$ cat src/hw/rtl/vumlt_pkg.sv
`timescale 1ns / 1ps
`default_nettype none

package vumlt_pkg;

  localparam int unsigned NUM_SEGMENTS = 8;

  localparam logic [7:0]  SILENCE_LEVEL = 8'h80;
  localparam logic [7:0]  LEVEL_MAX     = 8'hFF;

  // Register reset values
  localparam logic [7:0]  HOLD_FRAMES_RST     = 8'd3;
  localparam logic [3:0]  DECAY_STEP_RST      = 4'd1;
  localparam logic [31:0] THRESHOLDS_LOW_RST  = 32'h2F1A_0B02; // 2, 11, 26, 47
  localparam logic [31:0] THRESHOLDS_HIGH_RST = 32'hFAAF_764D; // 77, 118, 175, 250

  typedef enum logic [7:0] {
    REG_HOLD_FRAMES     = 8'd0,
    REG_DECAY_STEP      = 8'd1,
    REG_THRESHOLDS_LOW  = 8'd2,
    REG_THRESHOLDS_HIGH = 8'd3
  } reg_idx_e;

  typedef struct packed {
    logic [7:0]  hold_frames;
    logic [3:0]  decay_step;
    logic [31:0] thresholds_low;
    logic [31:0] thresholds_high;
  } cfg_t;

  // One item held in the input register
  typedef struct packed {
    logic [7:0] level;
    logic       frame_end;
  } item_t;

  // Twice |s - 128|, saturated to 255
  function automatic logic [7:0] level_of(input logic [7:0] s);
    logic [7:0] mag;
    logic [8:0] twice;
    begin
      mag   = (s >= SILENCE_LEVEL) ? (s - SILENCE_LEVEL) : (SILENCE_LEVEL - s);
      twice = {mag, 1'b0};
      level_of = twice[8] ? LEVEL_MAX : twice[7:0];
    end
  endfunction

  function automatic logic [7:0] threshold_of(input cfg_t cfg, input logic [2:0] seg);
    logic [63:0] all;
    begin
      all = {cfg.thresholds_high, cfg.thresholds_low};
      threshold_of = all[{seg, 3'b000} +: 8];
    end
  endfunction

endpackage

`default_nettype wire

$ cat src/hw/rtl/vumlt_cfg_regs.sv
`timescale 1ns / 1ps
`default_nettype none

module vumlt_cfg_regs
  import vumlt_pkg::*;
(
  input  wire logic        clk_i,
  input  wire logic        rst_ni,
  input  wire logic        cfg_valid_i,
  output logic             cfg_ready_o,
  input  wire logic [7:0]  cfg_index_i,
  input  wire logic [31:0] cfg_data_i,
  output cfg_t             cfg_o
);

  cfg_t cfg_q, cfg_d;

  assign cfg_ready_o = 1'b1;

  always_comb begin
    cfg_d = cfg_q;
    if (cfg_valid_i) begin
      unique case (cfg_index_i)
        REG_HOLD_FRAMES:     cfg_d.hold_frames     = cfg_data_i[7:0];
        REG_DECAY_STEP:      cfg_d.decay_step      = cfg_data_i[3:0];
        REG_THRESHOLDS_LOW:  cfg_d.thresholds_low  = cfg_data_i;
        REG_THRESHOLDS_HIGH: cfg_d.thresholds_high = cfg_data_i;
        default:             cfg_d = cfg_q; // unknown index: ignored
      endcase
    end
  end

  always_ff @(posedge clk_i or negedge rst_ni) begin
    if (!rst_ni) begin
      cfg_q.hold_frames     <= HOLD_FRAMES_RST;
      cfg_q.decay_step      <= DECAY_STEP_RST;
      cfg_q.thresholds_low  <= THRESHOLDS_LOW_RST;
      cfg_q.thresholds_high <= THRESHOLDS_HIGH_RST;
    end else begin
      cfg_q <= cfg_d;
    end
  end

  assign cfg_o = cfg_q;

endmodule

`default_nettype wire

$ cat src/hw/rtl/vumlt_front.sv
`timescale 1ns / 1ps
`default_nettype none

module vumlt_front
  import vumlt_pkg::*;
(
  input  wire logic       clk_i,
  input  wire logic       rst_ni,
  input  wire logic       in_valid_i,
  output logic            in_stall_o,
  input  wire logic [7:0] sample_i,
  input  wire logic       frame_end_i,
  output logic            s1_valid_o,
  output item_t           s1_item_o,
  input  wire logic       s1_ready_i
);

  logic  s1_valid_q, s1_valid_d;
  item_t s1_item_q;
  logic  load;

  assign in_stall_o = s1_valid_q && !s1_ready_i;
  assign load       = in_valid_i && !in_stall_o;

  always_comb begin
    priority if (load) begin
      s1_valid_d = 1'b1;
    end else if (s1_ready_i) begin
      s1_valid_d = 1'b0;
    end else begin
      s1_valid_d = s1_valid_q;
    end
  end

  always_ff @(posedge clk_i or negedge rst_ni) begin
    if (!rst_ni) begin
      s1_valid_q <= 1'b0;
    end else begin
      s1_valid_q <= s1_valid_d;
    end
  end

  // Level is formed on the way in
  always_ff @(posedge clk_i) begin
    if (load) begin
      s1_item_q.level     <= level_of(sample_i);
      s1_item_q.frame_end <= frame_end_i;
    end
  end

  assign s1_valid_o = s1_valid_q;
  assign s1_item_o  = s1_item_q;

endmodule

`default_nettype wire

$ cat src/hw/rtl/vumlt_eval.sv
`timescale 1ns / 1ps
`default_nettype none

module vumlt_eval
  import vumlt_pkg::*;
(
  input  wire logic  clk_i,
  input  wire logic  rst_ni,
  input  wire cfg_t  cfg_i,
  input  wire logic  s1_valid_i,
  input  wire item_t s1_item_i,
  output logic       s1_ready_o,
  output logic       out_valid_o,
  input  wire logic  out_stall_i,
  output logic [3:0] lit_segments_o,
  output logic       refreshed_o
);

  logic [7:0] peak_q, peak_d;
  logic [7:0] frame_cnt_q, frame_cnt_d;
  logic [3:0] lit_q, lit_d;
  logic       out_valid_q, out_valid_d;
  logic [3:0] lit_seg_q;
  logic       refreshed_q;

  logic       fire, load_out, do_eval;
  logic [7:0] peak_now;
  logic [3:0] segs;
  logic       run;

  // Items without frame end make no transaction, so they never wait
  assign s1_ready_o = !s1_item_i.frame_end || !out_valid_q || !out_stall_i;
  assign fire       = s1_valid_i && s1_ready_o;
  assign load_out   = fire && s1_item_i.frame_end;
  assign peak_now   = (s1_item_i.level > peak_q) ? s1_item_i.level : peak_q;
  assign do_eval    = load_out && (frame_cnt_q == cfg_i.hold_frames);

  // Segments met in order, stop at first miss
  always_comb begin
    segs = '0;
    run  = 1'b1;
    for (int unsigned i = 0; i < NUM_SEGMENTS; i++) begin
      if (run && (peak_now >= threshold_of(cfg_i, 3'(i)))) begin
        segs = segs + 4'd1;
      end else begin
        run = 1'b0;
      end
    end
  end

  always_comb begin
    peak_d      = peak_q;
    frame_cnt_d = frame_cnt_q;
    lit_d       = lit_q;
    if (fire) begin
      peak_d = peak_now;
    end
    if (load_out) begin
      if (do_eval) begin
        peak_d      = '0;
        frame_cnt_d = '0;
        if (segs > lit_q) begin
          lit_d = segs;
        end else if (lit_q > cfg_i.decay_step) begin
          lit_d = lit_q - cfg_i.decay_step;
        end else begin
          lit_d = '0;
        end
      end else begin
        frame_cnt_d = frame_cnt_q + 8'd1;
      end
    end
  end

  always_comb begin
    priority if (load_out) begin
      out_valid_d = 1'b1;
    end else if (!out_stall_i) begin
      out_valid_d = 1'b0;
    end else begin
      out_valid_d = out_valid_q;
    end
  end

  always_ff @(posedge clk_i or negedge rst_ni) begin
    if (!rst_ni) begin
      peak_q      <= '0;
      frame_cnt_q <= '0;
      lit_q       <= '0;
      out_valid_q <= 1'b0;
    end else begin
      peak_q      <= peak_d;
      frame_cnt_q <= frame_cnt_d;
      lit_q       <= lit_d;
      out_valid_q <= out_valid_d;
    end
  end

  always_ff @(posedge clk_i) begin
    if (load_out) begin
      lit_seg_q   <= lit_d;
      refreshed_q <= do_eval;
    end
  end

  assign out_valid_o    = out_valid_q;
  assign lit_segments_o = lit_seg_q;
  assign refreshed_o    = refreshed_q;

  a_lit_range : assert property (@(posedge clk_i) disable iff (!rst_ni)
    lit_q <= 4'(NUM_SEGMENTS))
    else $error("lit count above segment count");

  a_refresh_clears_count : assert property (@(posedge clk_i) disable iff (!rst_ni)
    (out_valid_q && refreshed_q) |-> (frame_cnt_q == 8'd0))
    else $error("frame count not cleared after evaluation");

  a_hold_shows_lit : assert property (@(posedge clk_i) disable iff (!rst_ni)
    (out_valid_q && !refreshed_q) |-> (lit_seg_q == lit_q))
    else $error("non-evaluating result does not match lit count");

  a_no_fire_without_slot : assert property (@(posedge clk_i) disable iff (!rst_ni)
    (out_valid_q && out_stall_i) |=> (out_valid_q && $stable(lit_seg_q)))
    else $error("pending result overwritten");

endmodule

`default_nettype wire

$ cat src/hw/rtl/vu_meter_level_tracker_core.sv
// Peak meter with stepped decay.
// Input channel (in_valid_i / in_stall_o): one 8-bit offset-binary sample per
// transaction, with frame_end_i marking the last sample of a frame. The peak of
// twice |sample - 128| (saturated to 255) is tracked. Every hold_frames+1
// frame ends the peak is graded against eight ascending thresholds; a higher
// segment count is taken at once, otherwise the lit count decays by
// decay_step, floored at 0. The peak is then cleared.
// Output channel (out_valid_o / out_stall_i): one transaction per frame-end
// sample carrying lit_segments_o and refreshed_o; other samples give none.
// Config channel (cfg_valid_i / cfg_ready_o): always ready; write only when
// the block is idle.
// A sample passes the input register, then the result register. Throughput:
// one sample per cycle unless a frame-end sample waits on a stalled result,
// set by the single evaluation stage between the two registers.
// Stalls: a result held by out_stall_i holds the next frame-end sample in the
// input register, which then stalls the input; plain samples ahead of it keep
// flowing into the peak.
// Reset: registers return to their defaults, peak, frame count and lit count
// clear, both pipeline stages empty.
`timescale 1ns / 1ps
`default_nettype none

module vu_meter_level_tracker_core
  import vumlt_pkg::*;
(
  input  wire logic        clk_i,
  input  wire logic        rst_ni,
  // input channel
  input  wire logic        in_valid_i,
  output logic             in_stall_o,
  input  wire logic [7:0]  sample_i,
  input  wire logic        frame_end_i,
  // output channel
  output logic             out_valid_o,
  input  wire logic        out_stall_i,
  output logic [3:0]       lit_segments_o,
  output logic             refreshed_o,
  // config channel
  input  wire logic        cfg_valid_i,
  output logic             cfg_ready_o,
  input  wire logic [7:0]  cfg_index_i,
  input  wire logic [31:0] cfg_data_i
);

  cfg_t  cfg;
  logic  s1_valid;
  item_t s1_item;
  logic  s1_ready;

  vumlt_cfg_regs u_cfg (
    .clk_i       (clk_i),
    .rst_ni      (rst_ni),
    .cfg_valid_i (cfg_valid_i),
    .cfg_ready_o (cfg_ready_o),
    .cfg_index_i (cfg_index_i),
    .cfg_data_i  (cfg_data_i),
    .cfg_o       (cfg)
  );

  // Input register: holds the level of one sample
  vumlt_front u_front (
    .clk_i       (clk_i),
    .rst_ni      (rst_ni),
    .in_valid_i  (in_valid_i),
    .in_stall_o  (in_stall_o),
    .sample_i    (sample_i),
    .frame_end_i (frame_end_i),
    .s1_valid_o  (s1_valid),
    .s1_item_o   (s1_item),
    .s1_ready_i  (s1_ready)
  );

  // Peak, grading, decay and result register
  vumlt_eval u_eval (
    .clk_i          (clk_i),
    .rst_ni         (rst_ni),
    .cfg_i          (cfg),
    .s1_valid_i     (s1_valid),
    .s1_item_i      (s1_item),
    .s1_ready_o     (s1_ready),
    .out_valid_o    (out_valid_o),
    .out_stall_i    (out_stall_i),
    .lit_segments_o (lit_segments_o),
    .refreshed_o    (refreshed_o)
  );

endmodule

`default_nettype wire
$ cat config.mk
export PLATFORM = sky130hd
export DESIGN_NAME = vu_meter_level_tracker_core
export DESIGN_NICKNAME = d
export VERILOG_FILES = /design/src/hw/rtl/vumlt_pkg.sv /design/src/hw/rtl/vumlt_cfg_regs.sv /design/src/hw/rtl/vumlt_front.sv /design/src/hw/rtl/vumlt_eval.sv /design/src/hw/rtl/vu_meter_level_tracker_core.sv
export SDC_FILE = /design/constraint.sdc
export NUM_CORES = 1
export LEC_CHECK = 0
export BUFFER_PORTS_ARGS = -buffer_cell sky130_fd_sc_hd__buf_2
export CAP_MARGIN = 5
export CORE_MARGIN = 2
export CORE_UTILIZATION = 52
export CTS_CLUSTER_SIZE = 30
export DETAILED_ROUTE_END_ITERATION = 16
export PLACE_DENSITY = 0.78
export SLEW_MARGIN = 10
export SYNTH_ARGS = -nofsm -noshare
export SYNTH_HDL_FRONTEND = slang
export SYNTH_SLANG_ARGS = --single-unit
$ cat constraint.sdc
create_clock -name clk_i -period 10.5 [get_ports clk_i]
set_clock_uncertainty 0.1 [all_clocks]
set_input_delay 0.525 -clock clk_i [delete_from_list [all_inputs] [get_ports clk_i]]
set_output_delay 0.525 -clock clk_i [all_outputs]
set_load 0.01 [all_outputs]
==> results of run 1 <==
## area by class of cell
type,instances,area [um^2],share of cell area (%)
clock buffers,11,242.7,3.107
clock inverters,5,32.53,0.4165
inverters,95,356.6,4.565
multi-input cells,428,3701,47.38
flip-flops and latches,112,2918,37.35
well taps,176,220.2,2.819
repair buffers,65,340.3,4.357
## state kept, by name, indices dropped and copies added, names as in the netlist
| register | count |
|---|---|
| u_front.s1_item_o | 9 |
| u_front.s1_valid_o | 1 |
| u_eval.refreshed_o | 1 |
| u_eval.frame_cnt_q | 8 |
| u_eval.peak_q | 8 |
| u_eval.lit_segments_o | 4 |
| u_eval.out_valid_o | 1 |
| u_cfg.cfg_o | 76 |
| u_eval.lit_q | 4 |
## power groups by stage
stage | combinational [mW] | sequential, mW | clock [mW]
after detailed placement | 1.32 | 0.542 | 0
after floorplan | 0.996 | 0.531 | 0
after global routing | 1.52 | 0.542 | 0.349
after CTS | 1.35 | 0.536 | 0.329
final | 1.36 | 0.536 | 0.327
after global placement | 1.22 | 0.541 | 0
## path summary, 6_finish.rpt
check | slack, ps | end | start | cells after the start
min | 30 | u_cfg.cfg_o[24] | rst_ni | 1
min reg2reg | 410 | u_cfg.cfg_o[26] | u_cfg.cfg_o[26] | 1
min in group clk_i | 240 | u_front.s1_item_o[0] | frame_end_i | 1
max in group asynchronous | 9130 | u_eval.frame_cnt_q[0] | rst_ni | 2
max reg2reg | 2260 | u_eval.lit_segments_o[1] | u_front.s1_item_o[2] | 37
max | 2260 | u_eval.lit_segments_o[1] | u_front.s1_item_o[2] | 37
## through the flow
stage                     cell area, um^2  hold slack, ps
after global placement               7536           388.3
after global routing                 7811           63.98
after detailed placement             7536           393.3
final                                7811           25.68
after CTS                            7811           40.44
after floorplan                      7023           129.4
## metal layers
layer	track usage [%]	vias up
met5	0	-
met4	13.59	0
met3	4.009	43
met2	39.88	115
met1	25.10	2468
li1	-	2386
## worst register-to-register path, delay by kind of cell (launching register included)
kind,cells,cell delay [ps]
AO/OA/AOI/OAI,13,2400
buffers and inverters,2,330
adder cells (fa/ha/maj),7,2200
AND/OR/NAND/NOR,10,1440
multiplexers,5,1140
flip-flops,1,390
## logic make-up (layout without fill, tap and decap cells)
| family | Yosys count | in the layout | synth area share, % |
|---|---|---|---|
| AOI/OAI and AO/OA | 102 | 102 | 10.33 |
| xor gates and xnor gates | 21 | 21 | 2.619 |
| adders and majority gates | 88 | 88 | 15.78 |
| buffers and inverters | 108 | 176 | 5.826 |
| DFF | 112 | 112 | 41.55 |
| muxes | 91 | 91 | 14.40 |
| other | 1 | 1 | 0.05340 |
| and+or+nand+nor | 125 | 125 | 9.442 |
## cells in the final DEF (no fill, tap or decap), types with 3 or more instances in the layout
cell type / n
sky130_fd_sc_hd__inv_1: 95
sky130_fd_sc_hd__ha_1: 87
sky130_fd_sc_hd__mux2_2: 77
sky130_fd_sc_hd__dfrtp_1: 62
sky130_fd_sc_hd__buf_2: 59
sky130_fd_sc_hd__dfstp_2: 36
sky130_fd_sc_hd__nor2_1: 33
sky130_fd_sc_hd__nand2_1: 30
sky130_fd_sc_hd__a21oi_1: 28
sky130_fd_sc_hd__o21ai_0: 16
sky130_fd_sc_hd__xnor2_1: 16
sky130_fd_sc_hd__edfxtp_1: 14
sky130_fd_sc_hd__mux2i_1: 13
sky130_fd_sc_hd__a211oi_1: 10
sky130_fd_sc_hd__nand3_1: 9
sky130_fd_sc_hd__nor2b_1: 9
sky130_fd_sc_hd__clkbuf_16: 9
sky130_fd_sc_hd__nand2b_1: 7
sky130_fd_sc_hd__nand4_1: 7
sky130_fd_sc_hd__a21o_1: 6
sky130_fd_sc_hd__buf_4: 6
sky130_fd_sc_hd__and4_1: 5
sky130_fd_sc_hd__o21ai_1: 5
sky130_fd_sc_hd__xor2_1: 5
sky130_fd_sc_hd__nor3_1: 5
sky130_fd_sc_hd__o21a_1: 3
sky130_fd_sc_hd__and3_1: 3
sky130_fd_sc_hd__a2111oi_0: 3
sky130_fd_sc_hd__clkinv_2: 3
==> metrics.cfg, run 1 <==
[status]
status = completed

[clock_network]
cts.hold.buffers_added = 0
tritoncts = built
clockBufferDepth = 2
tritoncts.num_buffers = 9
clk_latency_ps = 360
ctsHtreeMaxLevel = 3
path_clk_slew_ps = 70
ctsResizeCount = 0
postCtsSetupRepairBufs = 0
clock_tree.root_cell = sky130_fd_sc_hd__clkbuf_16
clock-sinks = 112

[power]
power.density_mw_per_mm2 = 284.9
sequentialPowerShare_pct = 24.1
switching_share_pct = 44.55
combPwrFrac_pct = 61.2
internal-power_mw = 1.234
p_clk_share_pct = 14.7
vdd_ir_drop_max_v = 0.0001434
p_leak_nw = 3.644
p_sw_uw = 991.5
power_mw = 2.226

[synth]
synth.cell_area_mm2 = 0.007023
synth_cells = 648
postSynth.asyncResetShare_pct = 87.50
yosys.area.top_type = sky130_fd_sc_hd__dfrtp_1
avg_inst_size_synth_um2 = 10.84
ys_top_cells_by_area = sky130_fd_sc_hd__dfrtp_1, sky130_fd_sc_hd__ha_1, sky130_fd_sc_hd__dfstp_2
post_synth_num_cell_types = 67
yosys_warnings = 0
synthDominantCellAreaShare_pct = 22.09
synth_flop_cell = sky130_fd_sc_hd__dfrtp_1
netlist_top_cells_count = sky130_fd_sc_hd__inv_1, sky130_fd_sc_hd__ha_1, sky130_fd_sc_hd__mux2_2, sky130_fd_sc_hd__dfrtp_1, sky130_fd_sc_hd__dfstp_2
synth_fp_nets = 790
post-synth-top-count-cell = sky130_fd_sc_hd__inv_1
synth_enable_flop_cells = 14
synth_seq_area_share_pct = 41.55
synth-seq-cells = 112

[die]
floorplan.die.height_um = 120.2
die_area_mm2 = 0.01445
initial_util_pct = 53.24
io-pin-count = 62
floorplan.rows = 42
core_mm2 = 0.01319
chipWidth_um = 120.2

[routing]
vias = 5012
route.detailed.vias_per_inst = 5.619
drt-pass1-iter-count = 5
route.detailed.drc = 0
detailedRoute.firstIterationViolations = 308
drt-wirelength-per-cell_um = 17.08
wl_um = 15230
met3_wirelength_um = 523
m1_wire_length_um = 6221
post_drt_antenna_nets = 0
top_layer_used_by_detailed_routing = met4
met2_wirelength_um = 7798

[global_routing]
grt_resource_usage_total_pct = 22.48
initial_antenna_violation_count = 0
first_pass_grt_wire_length_um = 25610
number_of_global_route_vias_before_repair = 5514
gr-total-overflow = 0
maximum_number_of_pins_on_one_net_before_global_route_repair = 61

[timing]
maxClockFrequency_mhz = 121.3
fin_setup_tns_ps = 0
drv_slew = 0
finalCritPeriodShare_pct = 78.51
tightest_slew_ps = 867.2
fin_crit_ps = 8244
setup_viol = 0
timing.final.hold_violations = 0
setup_ws_ps = 2256
rsz0062_at_grt = no
max_slew_margin_pct = 42.00

[setup_path]
crit_slowest_cell = sky130_fd_sc_hd__nor2b_1
critical_path_required_ps = 10500
cp_common_cell = sky130_fd_sc_hd__ha_1
cp-start-kind = register
critical_path.max_stage_delay_ps = 420
critPathTopFamily = compound AO/OA/AOI/OAI gates
critical_path.n_buffers_inverters = 2
crit_path_end_kind = register
critPathArrivalTime_ps = 8240
timing_worst_setup_path_type = register to register
critPathMaxFanout = 8

[worst_hold_path]
min_path_type = input pin to asynchronous set/reset pin

[job]
max-cap-violations = 0

[final_layout]
layout-drive-gt1-share_pct = 30.03
fillers = 1048
areaGrowthSynthToFinish_pct = 11.22
layout.cells.non_filler = 892
n_antenna_cell = 0
final_nets = 853
postLayoutCoreUtil_pct = 59.22

[place]
dp.final_hpwl_um = 11290
preCtsSetupSlack_ps = 2507
place.port_buffers = 60
weighted_congestion_at_the_end_of_routability_driven_global_placement = 0.9157
dp_cells = 876

(Power assumes the default switching activity.)
==> inputs of run 2 (changes only) <==
--- a/config.mk
+++ b/config.mk
@@ -5,13 +5,14 @@
 export SDC_FILE = /design/constraint.sdc
 export NUM_CORES = 1
 export LEC_CHECK = 0
+export ABC_AREA = 1
 export BUFFER_PORTS_ARGS = -buffer_cell sky130_fd_sc_hd__buf_2
 export CAP_MARGIN = 5
 export CORE_MARGIN = 2
 export CORE_UTILIZATION = 52
 export CTS_CLUSTER_SIZE = 30
 export DETAILED_ROUTE_END_ITERATION = 16
-export PLACE_DENSITY = 0.78
+export PLACE_DENSITY = 0.81
 export SLEW_MARGIN = 10
 export SYNTH_ARGS = -nofsm -noshare
 export SYNTH_HDL_FRONTEND = slang
==> constraint.sdc (replaced) <==
create_clock -name clk_i -period 7 [get_ports clk_i]
set_clock_uncertainty 0.1 [all_clocks]
set_input_delay 0.35 -clock clk_i [delete_from_list [all_inputs] [get_ports clk_i]]
set_output_delay 0.35 -clock clk_i [all_outputs]
set_load 0.01 [all_outputs]
==> run 2 against run 1 <==
Compared with the run above:
- via count rose by 17%
- sequential power increased by 46%
- non-clock buffer count increased by 8
- power up 62%
- register-to-register slack lost 1700 ps
- worst setup slack worse by 1700 ps
- clock power increased by 57%
- critical path type unchanged
- core utilization fell by 0.096 points
- sequential share of layout area shrank 1.4 points
- synthesized area is 3.2% higher
- hold slack better by 29 ps
==> metrics.cfg, run 2 <==
[clock_network]
postCtsSetupRepairBufs = 0  ; unchanged
tritoncts.num_buffers = 9  ; unchanged
clock-sinks = 112  ; unchanged
clockBufferDepth = 2  ; unchanged
ctsHtreeMaxLevel = 3  ; unchanged
clock_tree.root_cell = sky130_fd_sc_hd__clkbuf_16
tritoncts = built
path_clk_slew_ps = 70  ; about the same
clk_latency_ps = 370  ; about the same

[routing]
vias = 5850  ; +17%
detailedRoute.firstIterationViolations = 256  ; -17%
post_drt_antenna_nets = 0  ; unchanged
route.detailed.drc = 0  ; unchanged
wl_um = 15390  ; +1.0%
drt-wirelength-per-cell_um = 13.62  ; -20%
route.detailed.vias_per_inst = 5.177  ; -7.9%
drt-pass1-iter-count = 5  ; unchanged

[final_layout]
largest_register_ff_count = 76  ; unchanged
n_antenna_cell = 0  ; unchanged
layout-drive-gt1-share_pct = 19.26  ; -11 points
layout.cells.most_common_list = sky130_fd_sc_hd__nand2_1, sky130_fd_sc_hd__inv_1, sky130_fd_sc_hd__ha_1
areaGrowthSynthToFinish_pct = 11.95
final_nets = 1087  ; +27%
mostFrequentLayoutCell = sky130_fd_sc_hd__nand2_1

[timing]
tightest_slew_ps = 1157  ; +289.5 ps
max_slew_margin_pct = 22.61  ; -19 points
rsz0062_at_grt = no
drv_slew = 0  ; unchanged
fin_crit_ps = 6418  ; -1826 ps
setup_ws_ps = 582.1  ; -1674 ps
fin_setup_tns_ps = 0  ; unchanged
hold_slack_ps = 54.94  ; +29.26 ps
finalCritPeriodShare_pct = 91.68  ; +13 points
setup_viol = 0  ; unchanged
timing.final.hold_violations = 0  ; unchanged
maxClockFrequency_mhz = 155.8  ; +28%

[power]
internal-power_mw = 1.945  ; +58%
sequentialPowerShare_pct = 21.6  ; -2.5 points
power_mw = 3.614  ; +62%
vdd_ir_drop_max_v = 0.0002101  ; +46%
combPwrFrac_pct = 64.1  ; +2.9 points
switching_share_pct = 46.18  ; +1.6 points
p_leak_nw = 3.892  ; +6.8%
p_sw_mw = 1.669  ; +68%
p_clk_share_pct = 14.2  ; -0.5 points
power.density_mw_per_mm2 = 445.5  ; +56%

[place]
dp.final_hpwl_um = 11200  ; -0.79%
weighted_congestion_at_the_end_of_routability_driven_global_placement = 0.8501  ; -7.2%
place.port_buffers = 60  ; unchanged
preCtsSetupSlack_ps = 547.6  ; -1960 ps

[synth]
synth.cell_area_mm2 = 0.007246  ; +3.2%
netlist_top_cells_count = sky130_fd_sc_hd__nand2_1, sky130_fd_sc_hd__inv_1, sky130_fd_sc_hd__ha_1, sky130_fd_sc_hd__o21ai_0, sky130_fd_sc_hd__dfrtp_1
postSynth.asyncResetShare_pct = 87.50  ; unchanged
avg_inst_size_synth_um2 = 8.253  ; -24%
synth-seq-cells = 112  ; unchanged
yosys.area.top_type = sky130_fd_sc_hd__dfrtp_1
synth_seq_area_share_pct = 40.27  ; -1.3 points
yosys_warnings = 0  ; unchanged
synth_enable_flop_cells = 14  ; unchanged
synthDominantCellAreaShare_pct = 21.41  ; -0.68 points
post-synth-top-count-cell = sky130_fd_sc_hd__nand2_1
synth_fp_nets = 1020  ; +29%
post_synth_num_cell_types = 54  ; -19%
synth_cells = 878  ; +35%
synth_flop_cell = sky130_fd_sc_hd__dfrtp_1
ys_top_cells_by_area = sky130_fd_sc_hd__dfrtp_1, sky130_fd_sc_hd__ha_1, sky130_fd_sc_hd__dfstp_2

[setup_path]
critical_path_required_ps = 7120  ; -3380 ps
crit_path_end_kind = register
r2r.worst_path.cells = 38  ; +2.7%
critPathMaxFanout = 16  ; +8
crit_slowest_cell = sky130_fd_sc_hd__edfxtp_1
cp_common_cell = sky130_fd_sc_hd__ha_1
timing_worst_setup_path_type = register to register
critPathArrivalTime_ps = 6540  ; -1700 ps
cp-start-kind = register
critical_path.max_stage_delay_ps = 400  ; -20 ps

[die]
core_mm2 = 0.01372  ; +4.0%
io-pin-count = 62  ; unchanged
die_area_mm2 = 0.01489  ; +3.1%
chipWidth_um = 122.0  ; +1.5%
floorplan.die.height_um = 122.0  ; +1.5%
floorplan.rows = 43  ; +2.4%
initial_util_pct = 52.81  ; -0.43 points

[job]
max-cap-violations = 0  ; unchanged

[global_routing]
gr-total-overflow = 0  ; unchanged
maximum_number_of_pins_on_one_net_before_global_route_repair = 67  ; +9.8%
number_of_global_route_vias_before_repair = 5851  ; +6.1%
grt_resource_usage_total_pct = 22.64  ; +0.16 points
first_pass_grt_wire_length_um = 26460  ; +3.3%
initial_antenna_violation_count = 0  ; unchanged

[status]
status = completed

[worst_hold_path]
holdPathStages = 1
min_path_type = input pin to register

run 2: cell count changes in the layout (fill, tap and decap cells not counted), sizes merged, moves of 9 or more:
| cell | previous run | this run |
|---|---|---|
| nand2 | 30 | 195 |
| inv | 95 | 177 |
| mux2 | 77 | 0 |
| o21ai | 22 | 91 |
| nand3 | 9 | 27 |
| nor2 | 35 | 53 |
| a21oi | 30 | 45 |
| xnor2 | 16 | 1 |
| mux2i | 14 | 0 |
| a211oi | 11 | 1 |
| nor2b | 9 | 0 |
| o211ai | 2 | 11 |
run 2: cells by family (layout without fill, tap and decap cells):
logic type,after synthesis,in the layout,share of synthesized area (%)
AO/OA/AOI/OAI,162,162,12.31
XOR/XNOR,9,9,1.088
adder cells (fa/ha/maj),88,88,15.30
buffers and inverters,194,266,10.14
flip-flops,112,112,40.27
other,1,1,0.05175
AND/OR/NAND/NOR,312,312,20.84
run 2: power groups by stage:
stage | Sequential, mW | Combinational, mW | Clock [mW]
floorplan | 0.780 | 1.74 | 0
global placement | 0.789 | 2.19 | 0
detailed placement | 0.791 | 2.29 | 0
CTS | 0.780 | 2.31 | 0.522
global route | 0.792 | 2.67 | 0.544
finish | 0.782 | 2.32 | 0.515
run 2: timing repair:
| action | CTS | global route |
|---|---|---|
| hold endpoints to repair | 19 | 0 |
| hold buffers | 1 | 0 |
| setup endpoints to repair | 0 | 5 |
| gates resized for setup | 0 | 3 |
run 2: final timing paths:
kind	startpoint	end	slack, ps
min	frame_end_i	u_front.s1_item_o[0]	50
min reg2reg	u_cfg.cfg_o[14]	u_cfg.cfg_o[14]	380
max reg2reg	u_front.s1_item_o[4]	u_eval.lit_segments_o[2]	580
max in group asynchronous	rst_ni	u_eval.lit_q[0]	5250
max	u_front.s1_item_o[4]	u_eval.lit_segments_o[2]	580
min in group asynchronous	rst_ni	u_eval.peak_q[3]	360
run 2: routing by layer:
layer  vias to the layer above  track usage (%)  share of wire, %
met5                         -                0                 0
met1                      2744            28.85                45
met2                       111            37.95                49
met4                         0            11.06               3.1
li1                       2960                -                 -
met3                        35            3.090               3.7
run 2: final cells by class:
| class | instances | area [um^2] |
|---|---|---|
| Tap cell | 180 | 225.2 |
| Sequential cell | 112 | 2918 |
| Timing Repair Buffer | 73 | 406.6 |
| Inverter | 177 | 664.4 |
| Multi-Input combinational cell | 572 | 3603 |
| Clock inverter | 5 | 51.30 |
| Fill cell | 1241 | 5608 |
| Clock buffer | 11 | 242.7 |
run 2: critical path: cells and delay by family (launching register included):
family                   cells  cell delay, ps
AO/OA/AOI/OAI               12            1640
adder cells (fa/ha/maj)      7            2050
buffers and inverters        4             490
flip-flops                   1             400
AND/OR/NAND/NOR             15            1550
run 2: per-stage QoR:
stage | cell area [um^2] | std cells | utilization [%]
finish | 8112 | 1130 | 59.12
global route | 8112 | 1130 | 59.12
CTS | 8100 | 1130 | 59.04
detailed placement | 7796 | 1113 | 56.83
global placement | 7796 | 1113 | 56.83
floorplan | 7246 | 878 | -
==> inputs of run 3 (changes only) <==
--- a/config.mk
+++ b/config.mk
@@ -5,14 +5,15 @@
 export SDC_FILE = /design/constraint.sdc
 export NUM_CORES = 1
 export LEC_CHECK = 0
-export ABC_AREA = 1
 export BUFFER_PORTS_ARGS = -buffer_cell sky130_fd_sc_hd__buf_2
 export CAP_MARGIN = 5
+export CELL_PAD_IN_SITES_DETAIL_PLACEMENT = 1
+export CELL_PAD_IN_SITES_GLOBAL_PLACEMENT = 1
 export CORE_MARGIN = 2
-export CORE_UTILIZATION = 52
+export CORE_UTILIZATION = 44
 export CTS_CLUSTER_SIZE = 30
 export DETAILED_ROUTE_END_ITERATION = 16
-export PLACE_DENSITY = 0.81
+export PLACE_DENSITY = 0.85
 export SLEW_MARGIN = 10
 export SYNTH_ARGS = -nofsm -noshare
 export SYNTH_HDL_FRONTEND = slang
==> run 3 against run 2 <==
Compared with the run above:
- the flow now finishes with violations (setup timing)
- count of clock-buffer cells in the layout stayed put
- critical endpoint unchanged
- fmax decreased by 15%
- power is 37% higher
==> metrics.cfg, run 3 (synthesized netlist as in run 1, its figures left out) <==
[status]
status = finished, violations left
failed_checks = setup timing

[clock_network]
clock_tree.root_cell = sky130_fd_sc_hd__clkbuf_16
clock-sinks = 112  ; unchanged
clk_latency_ps = 370  ; about the same
path_clk_slew_ps = 80  ; about the same
tritoncts.num_buffers = 9  ; unchanged
ctsHtreeMaxLevel = 3  ; unchanged
tritoncts = built
clockBufferDepth = 2  ; unchanged

[place]
dp.final_hpwl_um = 14530  ; +30%
weighted_congestion_at_the_end_of_routability_driven_global_placement = 0.8438  ; -0.74%
dp_cells = 952  ; -14%
preCtsSetupSlack_ps = -595.7  ; -1143 ps
place.port_buffers = 60  ; unchanged

[final_layout]
mostFrequentLayoutCell = sky130_fd_sc_hd__inv_1
layout.cells.non_filler = 1000  ; -12%
postLayoutCoreUtil_pct = 55.92  ; -3.2 points
largest_register_ff_count = 76  ; unchanged
n_antenna_cell = 0  ; unchanged
layout.cells.most_common_list = sky130_fd_sc_hd__inv_1, sky130_fd_sc_hd__mux2_2, sky130_fd_sc_hd__ha_1
areaGrowthSynthToFinish_pct = 25.57
final_nets = 921  ; -15%
layout-drive-gt1-share_pct = 43.88  ; +25 points

[routing]
wl_um = 24320  ; +58%
vias = 5714  ; -2.3%
drt-wirelength-per-cell_um = 24.32  ; +79%
post_drt_antenna_nets = 0  ; unchanged
drt-pass1-iter-count = 5  ; unchanged
route.detailed.drc = 0  ; unchanged
route.detailed.vias_per_inst = 5.714  ; +10%
detailedRoute.firstIterationViolations = 315  ; +23%

[timing]
maxClockFrequency_mhz = 132.8  ; -15%
rsz0062_at_grt = yes
setup_viol = 8  ; +8
setup_ws_ps = -531.7  ; -1114 ps
tightest_slew_ps = 916.3  ; -240.4 ps
hold_slack_ps = 64.01  ; +9.077 ps
max_slew_margin_pct = 38.58  ; +16 points
timing.final.hold_violations = 0  ; unchanged
drv_slew = 0  ; unchanged
finalCritPeriodShare_pct = 107.6  ; +16 points
fin_crit_ps = 7532  ; +1114 ps

[setup_path]
critical_path.max_stage_delay_ps = 460  ; +60 ps
crit_slowest_cell = sky130_fd_sc_hd__edfxtp_1
critPathArrivalTime_ps = 7550  ; +1010 ps
critPathMaxFanout = 8  ; -8
timing_worst_setup_path_type = register to register
cp-start-kind = register
rrSetupSlack_ps = -530  ; -1110 ps
critical_path_required_ps = 7020  ; -100 ps
crit_path_end_kind = register

[power]
power.density_mw_per_mm2 = 560.0  ; +26%
vdd_ir_drop_max_v = 0.0002880  ; +37%
power_mw = 4.938  ; +37%
p_leak_nw = 4.001  ; +2.8%

[die]
chipWidth_um = 130.3  ; +6.8%
floorplan.rows = 46  ; +7.0%
core_mm2 = 0.01577  ; +15%
die_area_mm2 = 0.01699  ; +14%
initial_util_pct = 44.53  ; -8.3 points
io-pin-count = 62  ; unchanged
floorplan.die.height_um = 130.3  ; +6.8%

[job]
max-cap-violations = 0  ; unchanged

[global_routing]
maximum_number_of_pins_on_one_net_before_global_route_repair = 66  ; -1.5%
number_of_global_route_vias_before_repair = 6232  ; +6.5%
first_pass_grt_wire_length_um = 33300  ; +26%
initial_antenna_violation_count = 0  ; unchanged
gr-total-overflow = 0  ; unchanged
grt_resource_usage_total_pct = 26.09  ; +3.4 points

[worst_hold_path]
min_path_type = input pin to register

==> run 3: changes by cell type in the layout (fill, tap and decap cells not counted), sizes merged, moves of 10 or more <==
cell    previous run  this run
inv              177        96
mux2               0        77
buf               72       132
nor2              53        35
mux2i              0        14
xnor2              1        16
a211oi             1        11
nand3             27         9
o21ai             91        22
nand2            195        30
a21oi             45        30
==> run 3: area by class of cell <==
class | count | area, um^2
timing repair buffer | 133 | 872.1
tap | 216 | 270.3
multi-input combinational | 428 | 4109
fill | 1717 | 6952
inverter | 95 | 356.6
sequential | 112 | 2918
clock inverter | 5 | 40.04
clock buffer | 11 | 252.7
==> run 3: metal layers <==
layer / GRT usage, % / vias up / wire length (um) / share of wire [%]
met4: 13.02 / 0 / 1694 / 7.0
met5: 0 / - / 0 / 0
met1: 28.61 / 2916 / 9216 / 38
met2: 48.72 / 171 / 12590 / 52
met3: 4.223 / 108 / 820 / 3.4
li1: - / 2519 / - / -
==> run 3: worst max-delay path: cells and delay by family (launching register included) <==
kind,cells,cell delay [ps]
flip-flops,1,460
AO/OA/AOI/OAI,13,2230
buffers and inverters,3,440
multiplexers,5,1070
AND/OR/NAND/NOR,8,1050
adder cells (fa/ha/maj),7,1940
==> run 3: power breakdown <==
part | leakage [nW] | internal, mW | switching [mW]
logic | 2.53 | 1.71 | 1.88
registers | 1.33 | 0.744 | 0.0779
clock network | 0.142 | 0.264 | 0.265
==> run 3: final timing paths <==
check / start / to / cells past startpoint
max in group asynchronous: rst_ni / u_cfg.cfg_o[1] / 3
hold / removal: frame_end_i / u_front.s1_item_o[0] / 1
hold reg to reg: u_cfg.cfg_o[63] / u_cfg.cfg_o[63] / 1
min in group asynchronous: rst_ni / u_cfg.cfg_o[26] / 2
setup / recovery: u_front.s1_item_o[2] / u_eval.lit_segments_o[2] / 36
setup reg to reg: u_front.s1_item_o[2] / u_eval.lit_segments_o[2] / 36
==> run 3: repair_timing <==
| action | 4_1_cts | 5_1_grt |
|---|---|---|
| hold endpoints to repair | 22 | 0 |
| endpoints found under the setup margin | 8 | 8 |
| cloned | 0 | 0 |
| resized for setup | 42 | 36 |
| pin swaps | 21 | 8 |
| hold buffers | 1 | 0 |
| buffers inserted | 18 | 14 |
==> run 3: through the flow <==
stage / setup TNS (ps) / area [um^2]
3_3_place_gp: -12.85 / 7905
2_1_floorplan: 0 / 7072
6_report: -3501 / 8818
5_1_grt: -5511 / 8818
4_1_cts: -636.7 / 8511
3_5_place_dp: -3844 / 7905
